==> config.mk <==
export PLATFORM = sky130hd
export DESIGN_NAME = t_confidence_interval
export DESIGN_NICKNAME = d
export VERILOG_FILES = /design/src/hdl/ci_pkg.sv /design/src/hdl/ci_div.sv /design/src/hdl/ci_sqrt.sv /design/src/hdl/t_confidence_interval.sv
export SDC_FILE = /design/constraint.sdc
export NUM_CORES = 2
export LEC_CHECK = 0
export BUFFER_PORTS_ARGS = -buffer_cell sky130_fd_sc_hd__clkbuf_2
export CORE_MARGIN = 2
export CORE_UTILIZATION = 30
export CTS_CLUSTER_DIAMETER = 80
export DETAILED_ROUTE_END_ITERATION = 12
export PLACE_DENSITY = 0.45
export SLEW_MARGIN = 20
export SYNTH_ARGS = -nofsm -noshare
export SYNTH_HDL_FRONTEND = slang
export SYNTH_HIERARCHICAL = 1
export SYNTH_SLANG_ARGS = --single-unit
==> constraint.sdc <==
create_clock -name clk -period 13.55 [get_ports clk]
set_input_delay 3.3875 -clock clk [delete_from_list [all_inputs] [get_ports clk]]
set_output_delay 3.3875 -clock clk [all_outputs]
set_load 0.005 [all_outputs]
==> src/hdl/ci_pkg.sv <==
`timescale 1ns / 1ps
package ci_pkg;

  typedef enum logic [3:0] {
    ST_LOAD,
    ST_MEAN,
    ST_MEAN_W,
    ST_SQ,
    ST_VAR,
    ST_VAR_W,
    ST_ROOT,
    ST_ROOT_W,
    ST_MUL,
    ST_MARG,
    ST_MARG_W,
    ST_FIN
  } ci_state_t;

  localparam int SAMPLE_W = 32;
  localparam int OUT_W    = 31;
  localparam int T_W      = 18;
  localparam int LEVEL_W  = 3;
  localparam logic [LEVEL_W-1:0] LEVEL_MAX = 3'd4;
  localparam logic [OUT_W-1:0]   OUT_SAT   = {OUT_W{1'b1}};

  // Student t values in unsigned Q2.16, by level code
  function automatic logic [T_W-1:0] t_value(input logic [LEVEL_W-1:0] lvl);
    logic [T_W-1:0] t;
    unique case (lvl)
      3'd0:    t = 18'd193135;
      3'd1:    t = 18'd170525;
      3'd2:    t = 18'd139657;
      3'd3:    t = 18'd114885;
      3'd4:    t = 18'd99418;
      default: t = '0;
    endcase
    return t;
  endfunction

  // integer square root for elaboration-time constants
  function automatic logic [63:0] isqrt_const(input logic [63:0] v);
    logic [63:0] res;
    logic [63:0] bitv;
    logic [63:0] rem;
    res  = '0;
    bitv = 64'd1 << 62;
    rem  = v;
    for (int i = 0; i < 32; i++) begin
      if (bitv != 0) begin
        if (rem >= res + bitv) begin
          rem = rem - (res + bitv);
          res = (res >> 1) + bitv;
        end else begin
          res = res >> 1;
        end
        bitv = bitv >> 2;
      end
    end
    return res;
  endfunction

  function automatic logic signed [31:0] sat32(input logic signed [33:0] v);
    logic signed [31:0] r;
    if (v > 34'sd2147483647) begin
      r = 32'sh7FFFFFFF;
    end else if (v < -34'sd2147483648) begin
      r = 32'sh80000000;
    end else begin
      r = v[31:0];
    end
    return r;
  endfunction

endpackage

==> src/hdl/ci_div.sv <==
`timescale 1ns / 1ps
module ci_div import ci_pkg::*; #(
  parameter int NUM_W = 67,
  parameter int DEN_W = 32
) (
  input  logic             clk,
  input  logic             rst,
  input  logic             start,
  input  logic [NUM_W-1:0] num,
  input  logic [DEN_W-1:0] den,
  output logic             done,
  output logic [NUM_W-1:0] quo
);

  localparam int CW = $clog2(NUM_W);

  logic [NUM_W-1:0] quo_sh;
  logic [DEN_W-1:0] rem;
  logic [DEN_W-1:0] den_r;
  logic [CW-1:0]    cnt;
  logic             busy;
  logic [DEN_W:0]   trial;
  logic [DEN_W:0]   diff;
  logic             ge;
  logic [DEN_W-1:0] rem_next;

  always_comb begin
    trial    = {rem, quo_sh[NUM_W-1]};
    diff     = trial - {1'b0, den_r};
    ge       = trial >= {1'b0, den_r};
    rem_next = ge ? diff[DEN_W-1:0] : trial[DEN_W-1:0];
  end

  always_ff @(posedge clk) begin
    if (rst) begin
      busy <= 1'b0;
      done <= 1'b0;
      cnt  <= '0;
    end else begin
      done <= 1'b0;
      if (start) begin
        busy <= 1'b1;
        cnt  <= '0;
      end else if (busy) begin
        cnt <= cnt + 1'b1;
        if (cnt == CW'(NUM_W - 1)) begin
          busy <= 1'b0;
          done <= 1'b1;
        end
      end
    end
  end

  // one quotient bit per cycle
  always_ff @(posedge clk) begin
    if (start) begin
      quo_sh <= num;
      rem    <= '0;
      den_r  <= den;
    end else if (busy) begin
      quo_sh <= {quo_sh[NUM_W-2:0], ge};
      rem    <= rem_next;
    end
  end

  assign quo = quo_sh;

endmodule

==> src/hdl/ci_sqrt.sv <==
`timescale 1ns / 1ps
module ci_sqrt import ci_pkg::*; #(
  parameter int RW = 31
) (
  input  logic            clk,
  input  logic            rst,
  input  logic            start,
  input  logic [2*RW-1:0] val,
  output logic            done,
  output logic [RW-1:0]   root
);

  localparam int CW = $clog2(RW);

  logic [2*RW-1:0] val_sh;
  logic [RW:0]     rem;
  logic [CW-1:0]   cnt;
  logic            busy;
  logic [RW+2:0]   rem_sh;
  logic [RW+2:0]   trial;
  logic [RW+2:0]   diff;
  logic            ge;

  always_comb begin
    rem_sh = {rem, val_sh[2*RW-1 -: 2]};
    trial  = {1'b0, root, 2'b01};
    diff   = rem_sh - trial;
    ge     = rem_sh >= trial;
  end

  always_ff @(posedge clk) begin
    if (rst) begin
      busy <= 1'b0;
      done <= 1'b0;
      cnt  <= '0;
    end else begin
      done <= 1'b0;
      if (start) begin
        busy <= 1'b1;
        cnt  <= '0;
      end else if (busy) begin
        cnt <= cnt + 1'b1;
        if (cnt == CW'(RW - 1)) begin
          busy <= 1'b0;
          done <= 1'b1;
        end
      end
    end
  end

  // two radicand bits in, one root bit out per cycle
  always_ff @(posedge clk) begin
    if (start) begin
      val_sh <= val;
      rem    <= '0;
      root   <= '0;
    end else if (busy) begin
      val_sh <= {val_sh[2*RW-3:0], 2'b00};
      rem    <= ge ? diff[RW:0] : rem_sh[RW:0];
      root   <= {root[RW-2:0], ge};
    end
  end

endmodule

==> src/hdl/t_confidence_interval.sv <==
`timescale 1ns / 1ps
// SAMPLE_COUNT samples load one per cycle while sample_stall is low. After the last one,
// result_valid rises once the bit-serial divider (DIV_W steps each for mean, variance and
// margin) and the root have run. An invalid level skips the margin division; a saturated
// deviation skips the root. Throughput: one result per batch; samples stall meanwhile.
// Reset (rst, synchronous): clears state, sample count, running sum, level and valid flag.
module t_confidence_interval import ci_pkg::*; #(
  parameter int SAMPLE_COUNT = 15
) (
  input  logic                       clk,
  input  logic                       rst,
  input  logic                       sample_valid,
  output logic                       sample_stall,
  input  logic signed [SAMPLE_W-1:0] sample_value,
  input  logic                       cfg_valid,
  output logic                       cfg_ready,
  input  logic [LEVEL_W-1:0]         cfg_data,
  output logic                       result_valid,
  input  logic                       result_stall,
  output logic signed [31:0]         interval_low,
  output logic signed [31:0]         interval_high,
  output logic signed [31:0]         mean_value,
  output logic [OUT_W-1:0]           std_deviation,
  output logic [OUT_W-1:0]           error_margin,
  output logic                       bad_level
);

  localparam int CNT_W  = $clog2(SAMPLE_COUNT);
  localparam int SUM_W  = SAMPLE_W + $clog2(SAMPLE_COUNT);
  localparam int ACC_W  = 66 + $clog2(SAMPLE_COUNT);
  localparam int DIV_W  = ACC_W;
  localparam int DEN_W  = 32;
  localparam int MP_W   = T_W + OUT_W;
  localparam logic [63:0] ROOT_N = isqrt_const(64'(SAMPLE_COUNT) << 32);

  ci_state_t state, state_next;

  logic [LEVEL_W-1:0]         level;
  logic [LEVEL_W-1:0]         lvl;
  logic [CNT_W-1:0]           count;
  logic signed [SUM_W-1:0]    sum;
  logic signed [SAMPLE_W-1:0] mem [SAMPLE_COUNT];
  logic signed [SAMPLE_W-1:0] rd_data;
  logic [CNT_W-1:0]           idx;
  logic [2:0]                 ph;
  logic signed [31:0]         mean;
  logic [32:0]                mag;
  logic [33:0]                prod;
  logic [ACC_W-1:0]           acc;
  logic [OUT_W-1:0]           stdv;
  logic [MP_W-1:0]            mprod;
  logic [OUT_W-1:0]           margin;
  logic                       bad;

  logic                       in_acc;
  logic                       last_in;
  logic                       div_start, div_done, sqrt_start, sqrt_done;
  logic [DIV_W-1:0]           div_num, div_quo;
  logic [DEN_W-1:0]           div_den;
  logic [OUT_W-1:0]           sqrt_root;
  logic                       var_big;
  logic [SUM_W-1:0]           abs_sum;
  logic signed [33:0]         diff;
  logic [16:0]                mul_a, mul_b;
  logic                       sq_last;
  logic                       out_load;
  logic signed [33:0]         lo_w, hi_w;

  assign cfg_ready = 1'b1;
  assign in_acc    = sample_valid && !sample_stall;
  assign last_in   = in_acc && (count == CNT_W'(SAMPLE_COUNT - 1));
  assign var_big   = |div_quo[DIV_W-1:62];
  assign sq_last   = (ph == 3'd5) && (idx == CNT_W'(SAMPLE_COUNT - 1));
  assign out_load  = (state == ST_FIN) && (!result_valid || !result_stall);

  always_comb begin
    state_next = state;
    unique case (state)
      ST_LOAD:   if (last_in) state_next = ST_MEAN;
      ST_MEAN:   state_next = ST_MEAN_W;
      ST_MEAN_W: if (div_done) state_next = ST_SQ;
      ST_SQ:     if (sq_last) state_next = ST_VAR;
      ST_VAR:    state_next = ST_VAR_W;
      ST_VAR_W: begin
        if (div_done) state_next = var_big ? ST_MUL : ST_ROOT;
      end
      ST_ROOT:   state_next = ST_ROOT_W;
      ST_ROOT_W: if (sqrt_done) state_next = ST_MUL;
      ST_MUL:    state_next = bad ? ST_FIN : ST_MARG;
      ST_MARG:   state_next = ST_MARG_W;
      ST_MARG_W: if (div_done) state_next = ST_FIN;
      ST_FIN:    if (out_load) state_next = ST_LOAD;
      default:   state_next = ST_LOAD;
    endcase
  end

  always_comb begin
    sample_stall = (state != ST_LOAD);
    div_start    = (state == ST_MEAN) || (state == ST_VAR) || (state == ST_MARG);
    sqrt_start   = (state == ST_ROOT);
  end

  always_ff @(posedge clk) begin
    if (rst) begin
      state        <= ST_LOAD;
      level        <= '0;
      count        <= '0;
      sum          <= '0;
      result_valid <= 1'b0;
    end else begin
      state <= state_next;
      if (cfg_valid && cfg_ready) level <= cfg_data;
      if (in_acc) begin
        sum   <= sum + SUM_W'(sample_value);
        count <= last_in ? '0 : count + 1'b1;
      end
      if (out_load) begin
        sum          <= '0;
        result_valid <= 1'b1;
      end else if (result_valid && !result_stall) begin
        result_valid <= 1'b0;
      end
    end
  end

  // sample store: one write port, registered read
  always_ff @(posedge clk) begin
    if (in_acc) mem[count] <= sample_value;
    rd_data <= mem[idx];
  end

  always_comb begin
    abs_sum = sum[SUM_W-1] ? SUM_W'(-sum) : SUM_W'(sum);
    diff    = 34'(rd_data) - 34'(mean);
    unique case (ph)
      3'd2:    begin mul_a = {1'b0, mag[15:0]}; mul_b = {1'b0, mag[15:0]}; end
      3'd3:    begin mul_a = mag[32:16];        mul_b = {1'b0, mag[15:0]}; end
      default: begin mul_a = mag[32:16];        mul_b = mag[32:16];        end
    endcase
    priority case (state)
      ST_MEAN: begin
        div_num = DIV_W'(abs_sum) + DIV_W'(SAMPLE_COUNT / 2);
        div_den = DEN_W'(SAMPLE_COUNT);
      end
      ST_VAR: begin
        div_num = acc;
        div_den = DEN_W'(SAMPLE_COUNT - 1);
      end
      default: begin
        div_num = DIV_W'(mprod) + DIV_W'(ROOT_N >> 1);
        div_den = DEN_W'(ROOT_N);
      end
    endcase
    lo_w = 34'(mean) - 34'(margin);
    hi_w = 34'(mean) + 34'(margin);
  end

  always_ff @(posedge clk) begin
    if (rst) begin
      ph  <= '0;
      idx <= '0;
    end else if (state == ST_SQ) begin
      if (ph == 3'd5) begin
        ph  <= '0;
        idx <= sq_last ? '0 : idx + 1'b1;
      end else begin
        ph <= ph + 1'b1;
      end
    end
  end

  // datapath: mean, sum of squares in three partial products per entry, deviation, margin, outputs
  always_ff @(posedge clk) begin
    if (last_in) lvl <= level;
    if (state == ST_MEAN) bad <= lvl > LEVEL_MAX;
    if (state == ST_MEAN_W && div_done) begin
      mean <= sum[SUM_W-1] ? -div_quo[31:0] : div_quo[31:0];
      acc  <= '0;
    end
    if (state == ST_SQ) begin
      unique case (ph)
        3'd1: mag <= diff[33] ? 33'(-diff) : diff[32:0];
        3'd3: acc <= acc + ACC_W'(prod);
        3'd4: acc <= acc + (ACC_W'(prod) << 17);
        3'd5: acc <= acc + (ACC_W'(prod) << 32);
        default: ;
      endcase
      prod <= mul_a * mul_b;
    end
    if (state == ST_VAR_W && div_done && var_big) stdv <= OUT_SAT;
    if (state == ST_ROOT_W && sqrt_done) stdv <= sqrt_root;
    if (state == ST_MUL) begin
      mprod <= t_value(lvl) * stdv;
      if (bad) margin <= '0;
    end
    if (state == ST_MARG_W && div_done) begin
      margin <= (|div_quo[DIV_W-1:OUT_W]) ? OUT_SAT : div_quo[OUT_W-1:0];
    end
    if (out_load) begin
      mean_value    <= mean;
      std_deviation <= stdv;
      error_margin  <= margin;
      bad_level     <= bad;
      interval_low  <= bad ? 32'sd0 : sat32(lo_w);
      interval_high <= bad ? 32'sd0 : sat32(hi_w);
    end
  end

  ci_div #(.NUM_W(DIV_W), .DEN_W(DEN_W)) u_div (
    .clk   (clk),
    .rst   (rst),
    .start (div_start),
    .num   (div_num),
    .den   (div_den),
    .done  (div_done),
    .quo   (div_quo)
  );

  ci_sqrt #(.RW(OUT_W)) u_sqrt (
    .clk   (clk),
    .rst   (rst),
    .start (sqrt_start),
    .val   (div_quo[2*OUT_W-1:0]),
    .done  (sqrt_done),
    .root  (sqrt_root)
  );

endmodule

==> summary.txt <==
Outcome = complete, no violations
Count of cell types in the netlist = 125
Design area = 0.1083 mm²
GP Congestion = 0.9117
Reg2Reg Setup Slack = 4.48 ns
Share of the synthesized area in the top cell type = 32.49%
Most common cell on crit path = fa_1
Busiest grt layer = met2
# DRC = 0
Final HPWL DP = 244200 µm
Largest net degree at the start of global routing = 86
First-pass detailed-route iteration total = 6
Max Transition Viols Final = 0
Sum Neg Setup Slack = 0 ns
# placed instances = 13540
Pint = 8.443 mW
Area leader, netlist = edfxtp_1
Met2 GRT Util = 31.55%
Initial antenna violation count = 21
TritonCTS clock tree = yes
Worst VDD drop = 0.1228 mV
Clock power share = 35.7%
Crit-path max cell delay = 0.62 ns
Wire per inst = 23.38 µm
Most frequent cell after synthesis = inv_1
Hold_buf cts = 0
Leak pwr = 44.16 nW
Via count = 70650
Fin crit share = 66.93%
CP Class = flip-flop to flip-flop
Post-synth EDFFs = 1049
CTS sink cnt = 1285
CP startpoint = lvl[1]
Worst-path clk slew = 0.06 ns
Cts bufs inserted = 168
Syn Std Cell Area = 0.09695 mm²
Met1 GRT Util = 28.00%
Sequential share of the synthesized area = 37.37%
Max-capacitance violation count = 0
First-pass GRT wire length = 484200 µm
Post-CTS sizing = 0
CP endpoint kind = flip-flop
Post-DRT Antenna Nets = 0
Top post-synthesis cells by count = inv_1, edfxtp_1, nand2_1
PD cells = 114.8 mW/mm²
Vias in the first global route = 71860
Crit path max fanout = 33
Die width = 572.5 µm
Slew HR = 23.93%
Final wirelength = 323800 µm
Grt ovf = 0
Worst-case clock buffer depth = 4
Asr flop ratio synth = 0%
Starting Density = 30.16%
Final setup violation count = 0
Critical R2R Capture = mprod[47]
Port Buffer Count = 200
CP Buf/Inv Count = 6
Met3 GRT Util = 2.325%
Seq pwr share = 40.9%
Placement Cell Area = 0.1028 mm²
Critical path's top delay family = adder cells
Hold path startpoint = u_sqrt/rem[1]
Syn. warnings = 6
Fin worst setup slack = 4.481 ns
Arrival time of the worst setup path = 9.65 ns
WHS Path Cells = 2
Worst R2R Path Depth = 28
Pwr Total = 12.43 mW
Layout net count = 10690
Mean post-synth cell area = 10.40 µm²
Fill cells = 32620
Worst slew pin tran = 1.109 ns
Final Non-Filler Cells = 13850
Setup Fix Bufs, Post-CTS = 0
Die footprint = 0.3277 mm²
Root Driver = clkbuf_16
Logic pwr share = 23.4%
Pre-CTS setup slack = 4.535 ns
Clk_skew = 0.1044 ns
Period minus WS final = 9.069 ns
Crit-path slowest cell = a21o_1
FF+latch count, synth = 1285
Main flop type after synthesis = edfxtp_1
Io pins = 202
Sw Ratio = 32.08%
RSZ-0062 raised after global routing = false
Ranking of synthesized cells by area = edfxtp_1, fa_1, ha_1
Syn Inst Count = 9320
Fin. Hold Viols = 0
Area growth, synth to finish = 11.70%
Crit start category = flip-flop
Iteration-0 DRC count of the detailed router = 5949
Vias per cell = 5.102
Die height = 572.5 µm
CP required = 14.13 ns
GRT Total Usage = 19.62%
R2r startpoint = lvl[1]
Core ar. = 0.3214 mm²
Row count = 208
H-tree depth = 4
Hold WC Path Type = flip-flop to flip-flop
Maximum clock rate = 110.3 MHz
Clock latency on the worst-skew pair = 0.87 ns
Psw = 3.987 mW
Layout cells sized above 1 = 10.92%
Hold Crit Endpoint = u_sqrt/rem[3]
==> metal layers <==
layer | wire [µm] | vias to the layer above
li1 | - | 32620
met5 | 78 | -
met3 | 15310 | 384
met2 | 149300 | 1813
met4 | 8086 | 12
met1 | 151000 | 35830
==> power groups by stage <==
stage	logic [mW]	registers, mW	clock network [mW]
2_1_floorplan	2.18	4.98	0
3_3_place_gp	2.84	5.16	0
3_5_place_dp	2.89	5.16	0
4_1_cts	2.91	5.08	4.58
5_1_grt	3.21	5.13	4.72
6_report	2.90	5.08	4.44
==> through the flow <==
stage	util (%)	hold slack [ns]
floorplan	-	0.4076
global placement	31.97	0.4758
detailed placement	31.99	0.4834
CTS	33.67	0.4692
global route	33.69	0.4818
finish	33.69	0.4630
==> cells in the final DEF, fill, tap and decap left out, types with 105 or more instances in the layout <==
master and count:
inv_1 1081, dfxtp_1 229, nor2_1 622, nand2_1 931, a21o_1 219, clkbuf_2 200, fa_1 696, buf_4 113
o21ai_0 366, mux2i_1 105, xor2_1 181, mux4_2 128, xnor2_1 328, a21oi_1 494, nand3_1 170, and2_1 136
mux2_2 164, clkbuf_16 168, nand2b_1 115, edfxtp_1 1049, ha_1 543
==> worst register-to-register path: cells and delay by family, from the launching register on <==
family | cells | cell delay [ns]
AO/OA/AOI/OAI | 8 | 2.56
XOR/XNOR | 1 | 0.15
adder cells (fa/ha/maj) | 7 | 3.24
buffers and inverters | 6 | 1.08
flip-flops | 1 | 0.32
AND/OR/NAND/NOR | 6 | 1.51
==> flip-flops by register name, summed over array words and instances (netlist names), 33 cells and up <==
signal and count:
u_div/quo 70, prod 34, mag 33, acc 70, mprod 49, sum 36
u_sqrt/val_sh 62, mem 480
==> area by class of cell <==
class	instances	area [µm²]	share of cell area, %
sequential	1285	36240	33.47
multi-input combinational	6545	55180	50.96
inverter	1089	4088	3.775
tap	4305	5386	4.974
clock inverter	104	1064	0.9821
clock buffer	198	4347	4.014
antenna	5	12.51	0.01155
timing repair buffer	318	1971	1.820
==> logic make-up (layout without fill, tap and decap cells) <==
family          after synthesis  in the layout  synth area share [%]
mux                         398            398                 5.974
other cells                   2             24              0.007747
flops                      1285           1285                 37.37
fa+ha+maj                  1239           1239                 21.38
simple gates               2594           2594                 12.72
xor+xnor                    511            511                 4.617
buf+inv                    1507           1709                 5.943
compound gates             1784           1784                 11.99
==> worst max-delay path by stage <==
| stage | to | slack [ns] | cells after the start |
|---|---|---|---|
| floorplan | sum[32] | 0.91 | 5 |
| global placement | mprod[47] | 4.67 | 27 |
| detailed placement | mprod[47] | 4.54 | 28 |
| CTS | mprod[47] | 4.55 | 28 |
| global route | mprod[47] | 4.03 | 28 |
| finish | mprod[47] | 4.48 | 28 |
No activity file was read; power rests on OpenSTA's default activity.
